<file path="src/hdl/assert_macros.svh">
// Assertion helpers shared by the thermistor conversion RTL.
// Each macro expects clk and rst_n in the enclosing module.
`ifndef ASSERT_MACROS_SVH
`define ASSERT_MACROS_SVH

// Antecedent implies consequent in the same cycle.
`define TAC_ASSERT_IMP(lbl, ante, cons, msg) \
  lbl: assert property (@(posedge clk) disable iff (!rst_n) (ante) |-> (cons)) \
    else $error(msg);

// Antecedent implies consequent in the next cycle.
`define TAC_ASSERT_NEXT(lbl, ante, cons, msg) \
  lbl: assert property (@(posedge clk) disable iff (!rst_n) (ante) |=> (cons)) \
    else $error(msg);

`endif

</file>
<file path="src/hdl/tac_pkg.sv">
package tac_pkg;

  localparam int ADC_BITS_DEF  = 12;
  localparam int COEF_FRAC_DEF = 48;
  localparam int TEMP_FRAC_DEF = 8;

  localparam int COEF_W     = 40;
  localparam int SERIES_W   = 20;
  localparam int TEMP_W     = 18;
  localparam int CFG_IDX_W  = 2;
  localparam int CFG_DATA_W = 40;

  localparam logic [COEF_W-1:0]   COEF_A_RST = 40'd317826906880;
  localparam logic [COEF_W-1:0]   COEF_B_RST = 40'd65900328960;
  localparam logic [COEF_W-1:0]   COEF_C_RST = 40'd24678042;
  localparam logic [SERIES_W-1:0] SERIES_RST = 20'd10000;

  // ln(2) in Q0.24
  localparam int               LN2_W   = 24;
  localparam logic [LN2_W-1:0] LN2_Q24 = 24'd11629080;

  localparam int OUT_MAX = 131071;
  localparam int OUT_MIN = -131072;

  // quotient bits at or above this weight saturate the divider
  localparam int SAT_BIT = 62;

  localparam int QUEUE_DEPTH = 4;

  typedef enum logic [CFG_IDX_W-1:0] {
    CFG_COEF_A = 2'd0,
    CFG_COEF_B = 2'd1,
    CFG_COEF_C = 2'd2,
    CFG_SERIES = 2'd3
  } cfg_idx_t;

  typedef struct packed {
    logic raised;
    logic zero_r;
  } tac_flags_t;

endpackage

</file>
<file path="src/hdl/tac_queue.sv">
`include "assert_macros.svh"

module tac_queue #(
  parameter int W     = 8,
  parameter int DEPTH = tac_pkg::QUEUE_DEPTH
) (
  input  logic         clk,
  input  logic         rst_n,
  input  logic         push_valid,
  output logic         push_ready,
  input  logic [W-1:0] push_data,
  output logic         pop_valid,
  input  logic         pop,
  output logic [W-1:0] pop_data
);
  localparam int PTR_W = $clog2(DEPTH);
  localparam int CNT_W = PTR_W + 1;

  logic [W-1:0]     mem [DEPTH];
  logic [PTR_W-1:0] wr_r, rd_r;
  logic [CNT_W-1:0] cnt_r;
  logic             push_do, pop_do;

  assign push_ready = (cnt_r != CNT_W'(DEPTH));
  assign pop_valid  = (cnt_r != '0);
  assign push_do    = push_valid && push_ready;
  assign pop_do     = pop && pop_valid;
  assign pop_data   = mem[rd_r];

  always_ff @(posedge clk) begin
    if (!rst_n) begin
      wr_r  <= '0;
      rd_r  <= '0;
      cnt_r <= '0;
    end else begin
      if (push_do) begin
        wr_r <= wr_r + PTR_W'(1);
      end
      if (pop_do) begin
        rd_r <= rd_r + PTR_W'(1);
      end
      if (push_do && !pop_do) begin
        cnt_r <= cnt_r + CNT_W'(1);
      end else if (pop_do && !push_do) begin
        cnt_r <= cnt_r - CNT_W'(1);
      end
    end
  end

  always_ff @(posedge clk) begin
    if (push_do) begin
      mem[wr_r] <= push_data;
    end
  end

  `TAC_ASSERT_IMP(a_cnt_bound, 1'b1, cnt_r <= CNT_W'(DEPTH), "queue count above depth")
  `TAC_ASSERT_NEXT(a_cnt_inc, push_do && !pop_do, cnt_r == $past(cnt_r) + CNT_W'(1), "queue count lost a push")

endmodule

</file>
<file path="config.mk">
export PLATFORM = sky130hd
export DESIGN_NAME = tac_queue
export DESIGN_NICKNAME = d
export VERILOG_FILES = /design/src/hdl/tac_pkg.sv /design/src/hdl/tac_queue.sv
export VERILOG_INCLUDE_DIRS = /design/src /design/src/hdl
export SDC_FILE = /design/constraint.sdc
export NUM_CORES = 1
export LEC_CHECK = 0
export BUFFER_PORTS_ARGS = -buffer_cell sky130_fd_sc_hd__clkbuf_2
export CORE_UTILIZATION = 60
export CTS_BUF_LIST = sky130_fd_sc_hd__clkbuf_8
export DETAILED_ROUTE_END_ITERATION = 10
export PLACE_DENSITY_LB_ADDON = 0.1
export SLEW_MARGIN = 0
export SYNTH_ARGS = -nofsm -noshare
export SYNTH_HDL_FRONTEND = slang
export SYNTH_SLANG_ARGS = --single-unit
</file>
<file path="constraint.sdc">
create_clock -name clk -period 4.5 [get_ports clk]
set_input_delay 0.225 -clock clk [delete_from_list [all_inputs] [get_ports clk]]
set_output_delay 0.225 -clock clk [all_outputs]
set_load 0.005 [all_outputs]
</file>
Yosys cells after proc, flatten, opt, wreduce, memory -nomap -nowiden
Memories as Yosys holds them, arrays and structs flattened. A register that Yosys moved wholly into a read port is not among the register bits. Index checks and enable logic that the tools add are counted.

Add/sub/neg operators: 4. Equality and inequality tests: 1. Mux-type cells: 6. Reduce and logical (&&, ||, !) cells: 8.

Operators by type and width (count): $mux W3 (2); $add A2 B1 Y2 const B (2); $logic_and A1 B1 Y1 (4); $mux W2 (2); $add A3 B1 Y3 const B (1); $ne A3 B3 Y1 const B (1); $reduce_bool A3 Y1 (1); $sub A3 B1 Y3 const B (1); $logic_not A1 Y1 (2); $mux W1 (2); $reduce_bool A2 Y1 (1).

Flip-flop bits (word level): 7. Memory bits (writable): 32. Input port bits: 12. Output and inout bits: 10. Word-level logic and storage cells: 23. Memories: 1.

Memory list: mem (words 4, width 8, read ports 1, clocked after memory_dff 1, wr ports 1, RTL line tac_queue.sv:19) `logic [W-1:0] mem [DEPTH];`.

Depth between registers and ports, before layout
Depth after elaboration: 6. Mapped depth: 8. Gate-level depth less buffers: 8.

Worst setup path after synthesis
No wires, ideal clock.

Path type: flip-flop to flip-flop. From: register cnt_r[0]. To: register cnt_r[2]. Library setup time: 0.076 ns. Data arrival time: 1.980 ns. Data required time: 4.424 ns. Slack: 2.445 ns. Cell stages (with the launch flop): 9. Buffers on the path: 0. Period minus slack after synthesis: 2.055 ns. Path through: dfxtp_1 -> nor2_2 -> a21boi_4 -> ha_1 -> inv_1 -> fa_1 -> xor2_1 -> or3_1 -> a21boi_0.

Longest elaborated chain between the ends: 5. Elaborated cells between the ends (all ways): 13. Classes of those cells: add/sub (2); eq/ne (1); mux (2); reduce/logical (8).

Ends and longest elaborated chain: from (decl) (RTL line tac_queue.sv:21) `logic [CNT_W-1:0] cnt_r;`; from (signal assigned) (RTL line tac_queue.sv:43) `cnt_r <= cnt_r + CNT_W'(1);`; from (signal assigned) (RTL line tac_queue.sv:45) `cnt_r <= cnt_r - CNT_W'(1);`; $ne A3 B3 Y1 * (RTL line tac_queue.sv:24) `assign push_ready = (cnt_r != CNT_W'(DEPTH));`; $logic_and A1 B1 Y1 * (RTL line tac_queue.sv:26) `assign push_do = push_valid && push_ready;`; via push_do (RTL line tac_queue.sv:22) `logic push_do, pop_do;`; $logic_not A1 Y1 (RTL line tac_queue.sv:44) `end else if (pop_do && !push_do) begin`; $logic_and A1 B1 Y1 (RTL line tac_queue.sv:44); $reduce_bool A2 Y1 (no source line).

The timed path passes the listed nets; every way through them passes the cells marked *. The select of a mux whose other input is x is not followed. A chain may end at the register's enable or synchronous reset.

Worst setup path after layout
Same ends and word-level chain as after synthesis.

==> impl_metrics.csv <==
group,metric,value,unit
cts,cts_tree,"yes",
worst_setup_path,worstPathCellList,"nor2_2 > a21boi_4 > ha_1 > inv_1 > fa_1 > xor2_1 > or3_1 > a21boi_0",
finish,fin_area,0.00187,mm²
pwr,p_comb_share,24.8,%
sta,hold_violations,0,
routing,ant_nets,0,
finish,area_growth,12.8,%
grt,grt-ovfl-total,0,
pwr,swShare,28.2,%
floorplanning,start_util,65.1,%
cts,cts_max_level,2,
finish,drive_above_1_share,34.5,%
cts,cts_resized,0,
worst_setup_path,r2r_cells,8,
sta,post-route-period-util,49.6,%
cts,cts_buffers,5,
routing,routed_wl,2.42,mm
floorplanning,coreArea,0.00254,mm²
sta,finalClockSkew,6.11,ps
routing,num_vias,813,
floorplanning,ioPinCount,22,
outcome,outcome,"complete, no violations",
worst_setup_path,cpPeakStageDelay,520,ps
synth,synth_cells,90,
synth,synth-seq-cells,41,
worst_setup_path,startpoint_type,"flip-flop",
pwr,switching_power,0.281,mW
pwr,peakVddDrop,0.469,mV
synth,synth_seq_area_share,68.9,%
routing,routed_via_density,5.57,
worst_setup_path,crit_slowest_cell,"dfxtp_1",
pwr,leakagePower,0.678,nW
min_path,worstHoldPathCells,1,
cts,clockBufferDepth,2,
routing,drtPass1Iterations,4,
finish,nNetsFinal,133,
synth,syn_avg_cell_area,18.4,µm²
floorplanning,die-area,0.00298,mm²
cts,cts_sinks,41,
sta,fmax,448,MHz
min_path,hp-class,"primary input to flip-flop",
synth,syn_area,0.00166,mm²
synth,yosys.area.top_type,"edfxtp_1",
floorplanning,num_rows,18,
flow_run,drv_cap,0,
pwr,seqPwrFrac,53.0,%
sta,rsz0062_at_grt,"no",
placed_design,dp.cells,138,
finish,stdcell_count,146,
routing,post_drt_wl_per_cell,16.5,µm
synth,synth_warnings,0,
pwr,intPower,0.714,mW
sta,relSlewSlack,64.0,%
cts,hold_buffers,0,
pwr,clock_power_share,22.2,%
worst_setup_path,worst-setup-path-type,"flip-flop to flip-flop",
synth,yosys-top-cells-area,"edfxtp_1 (58%), dfxtp_1 (11%), mux4_2 (11%)",
synth,synth.net_count,108,
finish,ff_latch_area,0.00114,mm²
worst_setup_path,cp-end-kind,"flip-flop",
floorplanning,die_w,54.5,µm
pwr,p_per_area,533,mW/mm²
placed_design,placed_cell_area,0.00179,mm²
sta,maxSlewViolCount,0,
sta,period_minus_slack,2230,ps
placed_design,io_buffer_count,21,
grt,grt_use_total,20.8,%
synth,synth_cell_type_count,22,
grt,grt_pass1_wl,3.85,mm
sta,setup_viol,0,
sta,worst_pin_slew,539,ps
finish,post-route-util,73.4,%
sta,fin_tns_setup,0,ps
worst_setup_path,cp_data_arrival_time,2450,ps
cts,post-cts-setup-buffers,0,
grt,grt_max_degree,13,
cts,cts_root_buffer,"clkbuf_8",
routing,drc,0,
placed_design,gp_congestion,0.649,
grt,antenna_found_initial,0,
grt,grt_pass1_vias,838,
finish,antenna_cells,0,
floorplanning,die_h,54.5,µm
worst_setup_path,cp.required,4720,ps
sta,whs,154,ps
cts,clk_latency,290,ps
synth,yosys.area.top_type_share,58.0,%
routing,drtIter0Drc,19,
finish,multi_input_area,492,µm²
worst_setup_path,critPathMaxFanout,7,
cts,clk_pin_slew,70,ps
finish,fillers,165,
==> placed cells by master (no fill, tap or decap) <==
cell,Yosys,final
o31ai_4,1,1
nor2b_1,1,1
edfxtp_1,32,32
clkinv_1,0,2
nor2_2,1,1
fa_1,1,1
dfxtp_1,9,9
ha_1,5,5
or3_1,1,1
or3_2,1,1
inv_1,3,3
clkbuf_2,0,21
xor2_1,1,1
nand2_1,5,5
clkinv_2,0,1
o311ai_2,1,1
and2_1,8,8
o21ai_0,1,1
mux2i_1,3,3
clkbuf_8,0,5
a21boi_0,1,1
a21boi_4,1,1
mux4_2,8,8
xnor2_1,3,3
==> synthesized netlist by cell type <==
master    instances
clkbuf_1          2
and2_1            8
o311ai_2          1
edfxtp_1         32
xnor2_1           3
xor2_1            1
dfxtp_1           9
inv_1             3
or3_2             1
a21boi_4          1
o31ai_4           1
nor2_2            1
or3_1             1
nor2b_1           1
mux2i_1           3
nand2_1           5
mux4_2            8
o21ai_0           1
ha_1              5
a21boi_0          1
fa_1              1
buf_2             1
==> power groups by stage <==
stage	logic (mW)	registers (mW)	clock network (mW)
after floorplan	0.196	0.505	0
after global placement	0.239	0.534	0
after detailed placement	0.244	0.539	0
after CTS	0.250	0.530	0.227
after global routing	0.285	0.539	0.237
final	0.246	0.528	0.221
==> flip-flops by register name, summed over array words and instances (netlist names), named ones only <==
| signal | count |
|---|---|
| mem | 32 |
| wr_r | 2 |
| rd_r | 2 |
| cnt_r | 3 |
==> kinds of logic after synthesis <==
kind of cell	after synthesis	share of synthesized area [%]
flip-flops	41	68.9
XOR/XNOR	4	2.12
buffers and inverters	6	1.43
multiplexers	11	12.7
adder cells (fa/ha/maj)	6	4.98
AO/OA/AOI/OAI	5	4.15
AND/OR/NAND/NOR	17	5.74
==> per-stage QoR <==
stage          worst slack [ps]  total power [mW]
2_1_floorplan              2440             0.701
3_3_place_gp               2380             0.773
3_5_place_dp               2270             0.783
4_1_cts                    2280              1.01
5_1_grt                    2110              1.06
6_report                   2270             0.995
==> routing by layer <==
| metal | wire length, µm | global-route usage [%] | vias to the layer above | share of wire (%) |
|---|---|---|---|---|
| li1 | - | - | 386 | - |
| met1 | 877 | 21.3 | 392 | 36 |
| met2 | 1380 | 35.8 | 27 | 57 |
| met3 | 99 | 6.39 | 8 | 4.1 |
| met4 | 64 | 14.5 | 0 | 2.6 |
| met5 | 0 | 0 | - | 0 |
==> worst max-delay path, delay by kind of cell (launching register included) <==
family	cells	cell delay (ps)
flops	1	520
fa+ha+maj	2	600
xor+xnor	1	160
compound gates	2	410
simple gates	2	410
buf+inv	1	70
==> final timing paths <==
| check | from | endpoint | slack (ps) |
|---|---|---|---|
| worst max-delay path | cnt_r[0] | cnt_r[2] | 2270 |
| worst min-delay path | push_data[6] | mem[2][6] | 150 |
| worst max register to register | cnt_r[0] | cnt_r[2] | 2270 |
| worst min register to register | wr_r[1] | wr_r[1] | 510 |
==> layout make-up <==
class / count / share of cell area, %
clock buffer: 5 / 3.68
clock inverter: 3 / 0.670
timing repair buffer: 21 / 5.63
inverter: 3 / 0.603
tap: 30 / 2.01
sequential: 41 / 61.1
multi-input combinational: 43 / 26.3
Power figures use the tool's default switching activity.
