### config.mk
export PLATFORM = sky130hd
export DESIGN_NAME = tac_front
export DESIGN_NICKNAME = d
export VERILOG_FILES = /design/src/hdl/tac_pkg.sv /design/src/hdl/tac_front.sv
export VERILOG_INCLUDE_DIRS = /design/src /design/src/hdl
export SDC_FILE = /design/constraint.sdc
export NUM_CORES = 1
export LEC_CHECK = 0
export ABC_AREA = 1
export ABC_CLOCK_PERIOD_IN_PS = 6400
export BUFFER_PORTS_ARGS = -buffer_cell sky130_fd_sc_hd__clkbuf_2
export CAP_MARGIN = 30
export CELL_PAD_IN_SITES_DETAIL_PLACEMENT = 1
export CELL_PAD_IN_SITES_GLOBAL_PLACEMENT = 2
export CORE_MARGIN = 2
export CORE_UTILIZATION = 37
export CTS_CLUSTER_DIAMETER = 80
export CTS_CLUSTER_SIZE = 14
export DETAILED_ROUTE_END_ITERATION = 8
export HOLD_SLACK_MARGIN = 0.05
export PLACE_DENSITY_LB_ADDON = 0.25
export SYNTH_ARGS = -nofsm -noshare
export SYNTH_HDL_FRONTEND = slang
export SYNTH_SLANG_ARGS = --single-unit
### constraint.sdc
create_clock -name clk -period 6.4 [get_ports clk]
set_clock_uncertainty 0.2 [all_clocks]
set_input_delay 0.64 -clock clk [delete_from_list [all_inputs] [get_ports clk]]
set_output_delay 0.64 -clock clk [all_outputs]
set_load 0.01 [all_outputs]
### src/hdl/assert_macros.svh
// Assertion helpers shared by the thermistor conversion RTL.
// Each macro expects clk and rst_n in the enclosing module.
`ifndef ASSERT_MACROS_SVH
`define ASSERT_MACROS_SVH

// Antecedent implies consequent in the same cycle.
`define TAC_ASSERT_IMP(lbl, ante, cons, msg) \
  lbl: assert property (@(posedge clk) disable iff (!rst_n) (ante) |-> (cons)) \
    else $error(msg);

// Antecedent implies consequent in the next cycle.
`define TAC_ASSERT_NEXT(lbl, ante, cons, msg) \
  lbl: assert property (@(posedge clk) disable iff (!rst_n) (ante) |=> (cons)) \
    else $error(msg);

`endif

### src/hdl/tac_pkg.sv
package tac_pkg;

  localparam int ADC_BITS_DEF  = 12;
  localparam int COEF_FRAC_DEF = 48;
  localparam int TEMP_FRAC_DEF = 8;

  localparam int COEF_W     = 40;
  localparam int SERIES_W   = 20;
  localparam int TEMP_W     = 18;
  localparam int CFG_IDX_W  = 2;
  localparam int CFG_DATA_W = 40;

  localparam logic [COEF_W-1:0]   COEF_A_RST = 40'd317826906880;
  localparam logic [COEF_W-1:0]   COEF_B_RST = 40'd65900328960;
  localparam logic [COEF_W-1:0]   COEF_C_RST = 40'd24678042;
  localparam logic [SERIES_W-1:0] SERIES_RST = 20'd10000;

  // ln(2) in Q0.24
  localparam int               LN2_W   = 24;
  localparam logic [LN2_W-1:0] LN2_Q24 = 24'd11629080;

  localparam int OUT_MAX = 131071;
  localparam int OUT_MIN = -131072;

  // quotient bits at or above this weight saturate the divider
  localparam int SAT_BIT = 62;

  localparam int QUEUE_DEPTH = 4;

  typedef enum logic [CFG_IDX_W-1:0] {
    CFG_COEF_A = 2'd0,
    CFG_COEF_B = 2'd1,
    CFG_COEF_C = 2'd2,
    CFG_SERIES = 2'd3
  } cfg_idx_t;

  typedef struct packed {
    logic raised;
    logic zero_r;
  } tac_flags_t;

endpackage

### src/hdl/tac_front.sv
`include "assert_macros.svh"

module tac_front #(
  parameter int ADC_BITS = tac_pkg::ADC_BITS_DEF
) (
  input  logic                                     clk,
  input  logic                                     rst_n,
  input  logic                                     in_valid,
  output logic                                     in_ready,
  input  logic [ADC_BITS-1:0]                      in_adc_code,
  input  logic [tac_pkg::SERIES_W-1:0]             series_ohms,
  output logic                                     q_valid,
  input  logic                                     q_ready,
  output logic [ADC_BITS-1:0]                      q_code,
  output logic [tac_pkg::SERIES_W+ADC_BITS-1:0]    q_num,
  output tac_pkg::tac_flags_t                      q_flags
);
  import tac_pkg::*;

  localparam int                NUM_W = SERIES_W + ADC_BITS;
  localparam logic [ADC_BITS-1:0] FS  = '1;

  logic                valid_r;
  logic [ADC_BITS-1:0] code_r, code_nxt, diff;
  logic [NUM_W-1:0]    num_r, num_nxt;
  tac_flags_t          flags_r, flags_nxt;

  // raise code zero, classify zero resistance, form the divider numerator
  always_comb begin
    flags_nxt.raised = (in_adc_code == '0);
    code_nxt         = flags_nxt.raised ? ADC_BITS'(1) : in_adc_code;
    flags_nxt.zero_r = (code_nxt == FS) || (series_ohms == '0);
    diff             = FS - code_nxt;
    num_nxt          = NUM_W'(series_ohms) * NUM_W'(diff);
  end

  assign in_ready = !valid_r || q_ready;

  always_ff @(posedge clk) begin
    if (!rst_n) begin
      valid_r <= 1'b0;
    end else if (in_ready) begin
      valid_r <= in_valid;
    end
  end

  always_ff @(posedge clk) begin
    if (in_valid && in_ready) begin
      code_r  <= code_nxt;
      num_r   <= num_nxt;
      flags_r <= flags_nxt;
    end
  end

  assign q_valid = valid_r;
  assign q_code  = code_r;
  assign q_num   = num_r;
  assign q_flags = flags_r;

  `TAC_ASSERT_IMP(a_raised_code, valid_r && flags_r.raised, code_r == ADC_BITS'(1), "raised code not one")

endmodule

== Word-level counts from Yosys, hierarchy flattened ==
Index checks and enable logic that the tools add are counted.

* Register bits after elaboration: 47
* Output and inout port bits: 48
* Word-level logic and storage cells: 15

* Add/sub/neg operators: 1
* Multiply operators: 1
* Equal/unequal tests: 1
* Multiplexer cells: 1
* Reduce and logical (&&, ||, !) cells: 6

{| class="wikitable"
|+ Operators with widths
! operator !! count
|-
| multiplier 20 x 12 -> 32 bit || 1
|-
| zero test 20 bit || 1
|-
| equality test 12 bit, second input constant || 1
|-
| zero test 12 bit || 1
|-
| 2-to-1 mux 12 bit || 1
|-
| subtractor 12 bit, first input constant || 1
|-
| logical OR 1 bit || 2
|-
| logical AND 1 bit || 1
|-
| zero test 1 bit || 1
|}

== Logic depth before layout (Yosys ltp) ==
Gate-level depths: netlist of run 1.

* Word-level depth: 4
* Depth in mapped cells: 27
* Gate-level depth less buffers: 26

== Worst setup path before layout of run 1 ==
No wires, ideal clock.

* Path type: input to register
* From: input in_adc_code[3]
* To: register num_r[28], in the netlist q_num[28], data pin
* Library setup time: 0.254 ns
* Arrival time: 4.849 ns
* Data required time: 5.946 ns
* Slack: 1.097 ns
* Stages: 21
* Path buffers: 2
* Cell sequence: inv_1 > buf_2 > buf_1 > nand2_1 > fa_1 > fa_1 > fa_1 > inv_1 > fa_1 > inv_1 > fa_1 > inv_1 > ha_1 > nand2_2 > inv_1 > a21oi_2 > nand2_1 > nand2_1 > nand3_1 > nand2_1 > nand2_1

* Longest elaborated chain between the ends: 4

{| class="wikitable"
|+ RTL lines
! element !! line !! RTL
|-
| from (decl) || tac_front.sv:10 || <nowiki>input logic [ADC_BITS-1:0] in_adc_code,</nowiki>
|-
| zero test 12 bit || tac_front.sv:30 || <nowiki>flags_nxt.raised = (in_adc_code == '0);</nowiki>
|-
| 2-to-1 mux 12 bit * || tac_front.sv:31 || <nowiki>code_nxt = flags_nxt.raised ? ADC_BITS'(1) : in_adc_code;</nowiki>
|-
| subtractor 12 bit * || tac_front.sv:33 || <nowiki>diff = FS - code_nxt;</nowiki>
|-
| multiplier 20 x 12 -> 32 bit * || tac_front.sv:34 || <nowiki>num_nxt = NUM_W'(series_ohms) * NUM_W'(diff);</nowiki>
|-
| via num_nxt[28] || tac_front.sv:25 || <nowiki>logic [NUM_W-1:0] num_r, num_nxt;</nowiki>
|-
| to (signal assigned) || tac_front.sv:50 || <nowiki>num_r <= num_nxt;</nowiki>
|-
| to (decl) || tac_front.sv:25 ||
|}

The timed path passes the listed nets; every way through them passes the cells marked *.
A chain may end at the register's enable or synchronous reset.

== Final worst setup path of run 1 ==
* From: input in_adc_code[4]
* To: register num_r[16], in the netlist q_num[16], data pin

Same word-level chain as after synthesis.

==> results.json, run 1 <==
{
  "fp.dieArea_sq_mm": 0.02764,
  "period_needed_ns": 5.684,
  "ys_seq_area_frac": 0.1439,
  "clock_tree.buffer_depth": 2,
  "max-cap-violations": 0,
  "setup_total_negative_slack_ns": 0,
  "start_util": 0.3748,
  "iteration_count_of_the_initial_detailed_routing_pass": 5,
  "cts_inserted_buffers": 5,
  "synth_nets": 1522,
  "postCtsResizedCells": 0,
  "clock_h_tree_levels": 2,
  "post-dp-hpwl_mm": 24.35,
  "cp-end-kind": "flip-flop",
  "synth_compound_area_frac": 0.01503,
  "timing_worst_slew_pin_value_ns": 0.8060,
  "ff2ff_path_depth": 2,
  "vias": 7808,
  "synth_simple_gate_area_frac": 0.2188,
  "finalCritPeriodShare": 0.8881,
  "synth-warning-count": 0,
  "dieWidth_um": 166.2,
  "worstSetupStartpoint": "in_adc_code[4]",
  "crit_chain": "clkbuf_2, inv_1, nand2_1, fa_1, fa_1, fa_1, inv_1, fa_1, inv_1, fa_1, inv_1, ha_1, nand2_2, inv_1, a21oi_2, nand2_1, a21oi_1, xnor2_1",
  "routedWlPerCell_um": 17.90,
  "synthTopCellsByCount": "337 x nand2_1, 319 x inv_1, 180 x fa_1",
  "port_buffers": 83,
  "cts_tree": "yes",
  "post_route_cells_drive_above_1_share": 0.1008,
  "critical-path-top-delay-family": "adder cells",
  "synthesized_area_fraction_occupied_by_xor_and_xnor_cells": 0.01349,
  "timing.critical_path.arrival_ns": 5.53,
  "start_kind": "input port",
  "total_inserted_antenna_cells": 0,
  "cp_num_cells": 18,
  "drt_drc_violations_left": 0,
  "grt_max_degree": 47,
  "timing.rr.start": "q_valid",
  "cp_max_fo": 18,
  "nNetsFinal": 1575,
  "grt_pass1_vias": 8882,
  "timing.critical_path.slowest_cell_delay_ns": 0.62,
  "finalWirelength_mm": 29.09,
  "core.rowCount": 59,
  "synth_adder_area_share": 0.4599,
  "postSynthRegisterBits": 47,
  "synth_top_area_share": 0.3700,
  "cts.repair_timing.setup_buffer_count": 0,
  "drt_iter0_markers": 326,
  "vias_per_cell": 4.805,
  "cts_root_buffer": "clkbuf_16",
  "grt_first_pass_wirelength_mm": 47.93,
  "worst-path-buf-inv": 6,
  "yosys.cell_count.top_type": "nand2_1",
  "synth-edff-count": 46,
  "status": "completed",
  "report.final.hold_viol_count": 0,
  "synth_area_sq_mm": 0.009739,
  "grt_overflow_total": 0,
  "synthDistinctLibCells": 34,
  "design.core.area_sq_mm": 0.02598,
  "cp-endpoint": "q_num[16]",
  "setup_viol": 0,
  "clock_sink_count": 47,
  "maxClockFrequency_mhz": 175.9,
  "worst_setup_hold_path_clk_slew_ns": 0.07,
  "clk-insertion-delay-late_ns": 0.30,
  "antenna_found_initial": 0,
  "slew_headroom": 0.4621,
  "die_h_um": 166.2,
  "synth_top_flop_cell": "edfxtp_1",
  "largest_cells_by_area_after_synthesis": "fa_1 37%, edfxtp_1 14%, nand2_1 13%, inv_1 12%, ha_1 9.0%",
  "area_growth_pct": 9.147,
  "ctsHoldBuffers": 0,
  "r2r_setup_slack_ns": 4.76,
  "main_combinational_cell_family_by_area_after_synthesis": "adder cells",
  "critical_path_required_ns": 6.25,
  "yosysTopAreaCell": "fa_1",
  "worstHoldPathType": "flip-flop to flip-flop",
  "critical_path.slowest_cell": "fa_1",
  "final_max_slew_viol_count": 0,
  "gp_congestion": 0.8339,
  "globalRouteTotalUtil": 0.2250,
  "muxShareOfSynthArea": 0,
  "grt_setup_unrepaired": "false",
  "drtAntennaViolNets": 0,
  "worstSetupPathType": "input port to flip-flop",
  "syn_avg_cell_area_sq_um": 7.880,
  "synthArstFlopShare": 0,
  "pin_count": 84,
  "min_from": "q_valid",
  "number_of_cells_produced_by_synthesis": 1236,
  "critical_path.reg2reg.endpoint": "q_code[9]"
}
## layout by cell type, fill, tap and decap left out, types with 10 or more instances in the layout
master    instances
a21oi_1          17
buf_4            11
clkbuf_2         83
edfxtp_1         46
fa_1            180
ha_1             70
inv_1           319
nand2_1         337
nand3_1          27
nand4_1          10
nor2_1          120
xor2_1           11
## state kept, by name, indices dropped and copies added (netlist names)
| name | cells |
|---|---|
| q_num | 32 |
| q_code | 12 |
| q_flags | 2 |
| q_valid | 1 |
## worst min-delay path by stage
stage / endpoint / slack [ns] / depth (start not counted)
floorplan: q_valid / 0.40 / 2
global placement: q_valid / 0.35 / 2
detailed placement: q_valid / 0.35 / 2
CTS: q_code[3] / 0.35 / 1
global route: q_code[3] / 0.36 / 1
finish: q_valid / 0.36 / 2
## logic make-up after synthesis
logic type,Yosys count
buf+inv,376
simple gates,522
compound gates,26
flops,47
xor+xnor,15
fa+ha+maj,250
## metal layers
metal,global-route usage,wire (um),vias to the layer above,part of all wire
li1,-,-,3668,-
met1,0.2748,12300,3950,0.42
met2,0.4149,14930,151,0.51
met3,0.02955,1066,39,0.037
met4,0.06484,796,0,0.027
met5,0,0,-,0
## metrics by stage
| stage | cells | setup WS [ns] | util | hold WS (ns) | area [sq um] |
|---|---|---|---|---|---|
| floorplan | 1236 | 1.097 | - | 0.3953 | 9739 |
| global placement | 1617 | 0.4351 | 0.4025 | 0.3498 | 10460 |
| detailed placement | 1617 | 0.3533 | 0.4025 | 0.3549 | 10460 |
| CTS | 1625 | 0.6786 | 0.4091 | 0.3489 | 10630 |
| global route | 1625 | 0.3945 | 0.4091 | 0.3582 | 10630 |
| finish | 1625 | 0.7162 | 0.4091 | 0.3592 | 10630 |
## layout make-up
| cell class | count | area (sq um) |
|---|---|---|
| timing repair buffer | 94 | 498.0 |
| clock buffer | 5 | 125.1 |
| inverter | 328 | 1241 |
| multi-input combinational | 813 | 6899 |
| fill | 3239 | 15350 |
| sequential | 47 | 1401 |
| tap | 335 | 419.2 |
| clock inverter | 3 | 46.29 |
## worst register-to-register path, cell delays in order (launching register included)
cell and delay, ns:
dfxtp_1 0.35, a21oi_4 0.14, buf_4 0.57
Power of run 1 is not shown: default switching activity piles up to over one toggle a cycle in this logic, so the estimate is an artifact.
==> run 2, diff against run 1 <==
- ABC_CLOCK_PERIOD_IN_PS: 6400 -> 7300
- CORE_UTILIZATION: 37 -> 40
- clock period: 6.4 -> 7.3 ns (I/O delays scaled with it)
==> run 2 against run 1 <==
Against the previous run:
- utilization up 2.8 points
- first-iteration DRC count up 18%
- design area down 0.85%
- wire length shrank 2.5%
- sequential cell count unchanged
- count of clock-buffer cells in the layout did not move
- highest routed layer unchanged
==> results.json, run 2 (synthesis results as in run 1) <==
{
  "timing.critical_path.slowest_cell_delay_ns": 0.56,
  "vias": 7754,
  "ctsHoldBuffers": 0,
  "layout.core_utilization": 0.4372,
  "grt_first_pass_wirelength_mm": 46.45,
  "finalWirelength_mm": 28.37,
  "number_of_flip_flops_under_the_largest_register_name": 32,
  "dieWidth_um": 160.0,
  "pin_count": 84,
  "start_util": 0.4040,
  "start_kind": "input port",
  "finalCritPeriodShare": 0.8162,
  "drtAntennaViolNets": 0,
  "drt_drc_violations_left": 0,
  "postCtsResizedCells": 0,
  "final_max_slew_viol_count": 0,
  "die_h_um": 160.0,
  "timing.critical_path.arrival_ns": 5.86,
  "maxClockFrequency_mhz": 167.8,
  "critical_path_required_ns": 7.20,
  "clock_sink_count": 47,
  "clock_tree.buffer_depth": 2,
  "iteration_count_of_the_initial_detailed_routing_pass": 4,
  "gp_congestion": 0.8568,
  "max-cap-violations": 0,
  "design.core.area_sq_mm": 0.02411,
  "status": "completed",
  "crit_path_frequent_cell": "nand2_1",
  "clock_h_tree_levels": 2,
  "cp-end-kind": "flip-flop",
  "report.final.hold_viol_count": 0,
  "critical-path-top-delay-family": "adder cells",
  "routedWlPerCell_um": 17.65,
  "antenna_found_initial": 0,
  "total_inserted_antenna_cells": 0,
  "most_common_library_cell_in_the_layout_ignoring_fill_and_taps": "nand2_1",
  "worst-path-buf-inv": 6,
  "worst_setup_hold_path_clk_slew_ns": 0.10,
  "post-dp-hpwl_mm": 23.63,
  "worstSetupPathType": "input port to flip-flop",
  "grt_max_degree": 47,
  "vias_per_cell": 4.825,
  "cp_max_fo": 19,
  "period_needed_ns": 5.958,
  "worstHoldPathType": "flip-flop to flip-flop",
  "drt_iter0_markers": 385,
  "timing.hold.ws_ns": 0.3725,
  "cts_root_buffer": "clkbuf_16",
  "port_buffers": 83,
  "core.rowCount": 57,
  "nNetsFinal": 1568,
  "slew_headroom": 0.3995,
  "setup_viol": 0,
  "critical_path.slowest_cell": "fa_1",
  "fp.dieArea_sq_mm": 0.02561,
  "clk-insertion-delay-late_ns": 0.30,
  "cts.repair_timing.setup_buffer_count": 0,
  "post_route_cells_drive_above_1_share": 0.09587,
  "timing_worst_slew_pin_value_ns": 0.8997,
  "cts_tree": "yes",
  "area_growth_pct": 8.222,
  "grt_pass1_vias": 8671,
  "globalRouteTotalUtil": 0.2373,
  "grt_setup_unrepaired": "false",
  "layout.cells.most_common_list": "337 x nand2_1, 319 x inv_1, 180 x fa_1, 120 x nor2_1, 83 x clkbuf_2",
  "cts_inserted_buffers": 5,
  "setup_total_negative_slack_ns": 0,
  "grt_overflow_total": 0
}
-- run 2: cell count changes in the layout (fill, tap and decap cells not counted), sizes merged --
| cell | before | now |
|---|---|---|
| clkinv | 3 | 5 |
| bufinv | 1 | 0 |
| clkinvlp | 1 | 0 |
| buf | 11 | 4 |
-- run 2: final timing paths --
kind,start,end,slack [ns],cells past startpoint
worst max-delay path,in_adc_code[11],q_num[30],1.34,25
worst min-delay path,q_valid,q_valid,0.37,2
worst max register to register,q_valid,q_code[4],5.66,2
worst min register to register,q_valid,q_valid,0.37,2
-- run 2: through the flow --
| step | worst slack [ns] | cell area [sq um] | std cells |
|---|---|---|---|
| after CTS | 1.358 | 10540 | 1607 |
| after global routing | 1.027 | 10540 | 1607 |
| after detailed placement | 1.007 | 10390 | 1599 |
| after global placement | 1.038 | 10390 | 1599 |
| after floorplan | 1.907 | 9739 | 1236 |
| final | 1.342 | 10540 | 1607 |
-- run 2: cell type report --
class / count / area [sq um]
multi-input combinational: 813 / 6899
tap: 324 / 405.4
inverter: 328 / 1241
sequential: 47 / 1401
fill: 3035 / 13570
clock buffer: 5 / 125.1
clock inverter: 3 / 22.52
timing repair buffer: 87 / 445.4
-- run 2: routing by layer --
metal  up-vias  global-route usage  part of all wire
li1       3649                   -                 -
met1      3914              0.2980              0.43
met2       155              0.4345              0.51
met3        36             0.02312             0.033
met4         0             0.06798             0.029
met5         -                   0                 0
-- run 2: worst register-to-register path: stages (launching register included) --
cell,delay (ns)
dfxtp_1,0.35
a21oi_4,0.14
buf_4,0.56
Power of run 2 is left out for the same reason.
==> run 3, diff against run 2 <==
- ABC_AREA: 1 -> 0
- ABC_CLOCK_PERIOD_IN_PS: 7300 -> 5800
- clock period: 7.3 -> 5.8 ns (I/O delays scaled with it)
==> run 3 against run 2 <==
Against the previous run:
- synthesized cell count is 18% lower
- global-route usage is 3.2 points lower
- sequential share of layout area is 0.57 points lower
- final cell count is 11% lower
- wire length is 10% lower
- register-to-register slack worse by 1.6 ns
- largest cell class unchanged
==> results.json, run 3 <==
{
  "maxClockFrequency_mhz": 179.8,
  "dp.cells": 1430,
  "net_switching_fraction_of_the_power": 0.4914,
  "pin_count": 84,
  "timing_worst_slew_pin_value_ns": 0.5959,
  "layout.core_utilization": 0.4676,
  "synth_top_flop_cell": "edfxtp_1",
  "core.rowCount": 56,
  "clk-insertion-delay-late_ns": 0.31,
  "clock_tree.buffer_depth": 2,
  "antenna_found_initial": 0,
  "largest_cells_by_area_after_synthesis": "fa_1 37%, edfxtp_1 14%, ha_1 9.1%, nand2b_1 9.0%, inv_1 8.3%",
  "internal_power_mw": 3.647,
  "most_common_library_cell_in_the_layout_ignoring_fill_and_taps": "inv_1",
  "design.core.area_sq_mm": 0.02354,
  "finalWirelength_mm": 25.53,
  "synth_nets": 1295,
  "postCtsResizedCells": 0,
  "cp-end-kind": "flip-flop",
  "synth_top_area_share": 0.3741,
  "globalRouteTotalUtil": 0.2058,
  "post-place-ws_ns": -0.2412,
  "routedWlPerCell_um": 17.75,
  "final_cell_count_no_fill": 1438,
  "start_util": 0.4092,
  "max-cap-violations": 0,
  "ctsHoldBuffers": 0,
  "grt_util_met3": 0.02032,
  "gr-usage-met1": 0.2503,
  "final_area_sq_mm": 0.01101,
  "grt_pass1_vias": 7798,
  "final_max_slew_viol_count": 0,
  "ys_seq_area_frac": 0.1455,
  "start_kind": "input port",
  "placement.cell_area_sq_mm": 0.01082,
  "slew_headroom": 0.6027,
  "cts_root_buffer": "clkbuf_16",
  "timing.hold.ws_ns": 0.2952,
  "area_growth_pct": 14.28,
  "clk_pwr_share": 0.044,
  "drtAntennaViolNets": 0,
  "setup_viol": 0,
  "switchingPower_mw": 3.525,
  "grt_first_pass_wirelength_mm": 40.94,
  "cts.repair_timing.setup_buffer_count": 0,
  "synth_area_sq_mm": 0.009633,
  "gp_congestion": 0.8048,
  "vias": 7086,
  "cp_max_fo": 22,
  "met2_usage": 0.3921,
  "synthTopCellsByCount": "212 x inv_1, 180 x fa_1, 139 x nand2b_1",
  "number_of_cells_produced_by_synthesis": 1009,
  "cts_tree": "yes",
  "finalCritPeriodShare": 0.9591,
  "iteration_count_of_the_initial_detailed_routing_pass": 4,
  "fp.dieArea_sq_mm": 0.02534,
  "grt_max_degree": 25,
  "period_needed_ns": 5.563,
  "leakage_nw": 5.377,
  "cts_inserted_buffers": 5,
  "post-dp-hpwl_mm": 21.54,
  "clock_h_tree_levels": 2,
  "nNetsFinal": 1404,
  "grt_overflow_total": 0,
  "worstHoldPathType": "input port to flip-flop",
  "yosys.cell_count.top_type": "inv_1",
  "dieWidth_um": 159.2,
  "synth-warning-count": 0,
  "synth-edff-count": 46,
  "critical_path_required_ns": 5.67,
  "post_route_cells_drive_above_1_share": 0.1671,
  "power-per-cell-area_mw_per_mm2": 651.5,
  "total_inserted_antenna_cells": 0,
  "drt_drc_violations_left": 0,
  "clock_sink_count": 47,
  "port_buffers": 83,
  "design_power_total_mw": 7.172,
  "worst_setup_hold_path_clk_slew_ns": 0.08,
  "global_route.peak_usage_layer": "met2",
  "die_h_um": 159.2,
  "synthDistinctLibCells": 50,
  "power.share.sequential": 0.105,
  "power.combinational.fraction": 0.851,
  "finalWorstSetupSlack_ns": 0.2371,
  "timing.critical_path.arrival_ns": 5.43,
  "irDropWorstVdd_mv": 0.5004,
  "synthArstFlopShare": 0,
  "setup_total_negative_slack_ns": 0,
  "vias_per_cell": 4.928,
  "layout.cells.most_common_list": "212 x inv_1, 180 x fa_1, 139 x nand2b_1, 89 x nor2b_1, 83 x clkbuf_2",
  "status": "completed",
  "postSynthRegisterBits": 47,
  "syn_avg_cell_area_sq_um": 9.547,
  "number_of_flip_flops_under_the_largest_register_name": 32,
  "drt_iter0_markers": 223,
  "report.final.hold_viol_count": 0,
  "yosysTopAreaCell": "fa_1",
  "worstSetupPathType": "input port to flip-flop",
  "grt_setup_unrepaired": "false"
}
[run 3: changes by cell type after synthesis, moves of 12 or more]
cell      previous run  this run
nand2_1            337        42
nand2b_1             0       139
inv_1              319       212
nor2_1             120        20
nor2b_1              0        89
nand3_1             27         1
clkbuf_1            36        57
a21oi_1             18        30
o21ai_0              2        14
[run 3: final timing paths]
kind | from | endpoint | slack (ns) | cells past startpoint
worst max-delay path | in_adc_code[3] | q_num[27] | 0.24 | 18
worst min-delay path | rst_n | q_valid | 0.30 | 2
worst max register to register | q_valid | q_num[24] | 4.08 | 3
worst min register to register | q_valid | q_valid | 0.33 | 2
[run 3: logic make-up after synthesis]
group                      Yosys count  share of synthesized area
muxes                                1                   0.001169
DFF                                 47                     0.1455
AOI/OAI and AO/OA                   85                    0.05884
buffers and inverters              274                     0.1081
and+or+nand+nor                    327                     0.1987
adders and majority gates          250                     0.4650
xor gates and xnor gates            25                    0.02273
[run 3: area by class of cell]
type | instances | area (sq um)
fill | 2783 | 12530
tap | 319 | 399.1
sequential | 47 | 1401
inverter | 212 | 795.8
clock buffer | 5 | 125.1
timing repair buffer | 164 | 1036
clock inverter | 3 | 22.52
multi-input combinational | 688 | 7228
[run 3: worst max-delay path: stages]
cell      delay (ns)
clkbuf_2        0.09
buf_4           0.22
nand2b_1        0.20
fa_1            0.52
fa_1            0.52
inv_1           0.06
fa_1            0.52
fa_1            0.56
inv_1           0.07
fa_1            0.37
inv_1           0.07
ha_1            0.24
buf_4           0.17
a21oi_1         0.27
o221ai_1        0.26
o211ai_1        0.34
nor4b_4         0.28
xnor2_1         0.10
[run 3: layer usage]
| layer | share of wire | wire length [um] |
|---|---|---|
| met5 | 0 | 0 |
| met4 | 0.017 | 437 |
| met3 | 0.023 | 584 |
| met2 | 0.55 | 14030 |
| met1 | 0.41 | 10480 |
[run 3: power by group through the flow]
stage                     combinational (mW)  clock (mW)  sequential (mW)
final                                   6.10       0.317            0.755
after floorplan                         3.84           0            0.820
after CTS                               6.16       0.327            0.758
after global routing                    6.83       0.334            0.764
after global placement                  6.03           0            0.763
after detailed placement                6.10           0            0.766
(Power assumes the default switching activity.)
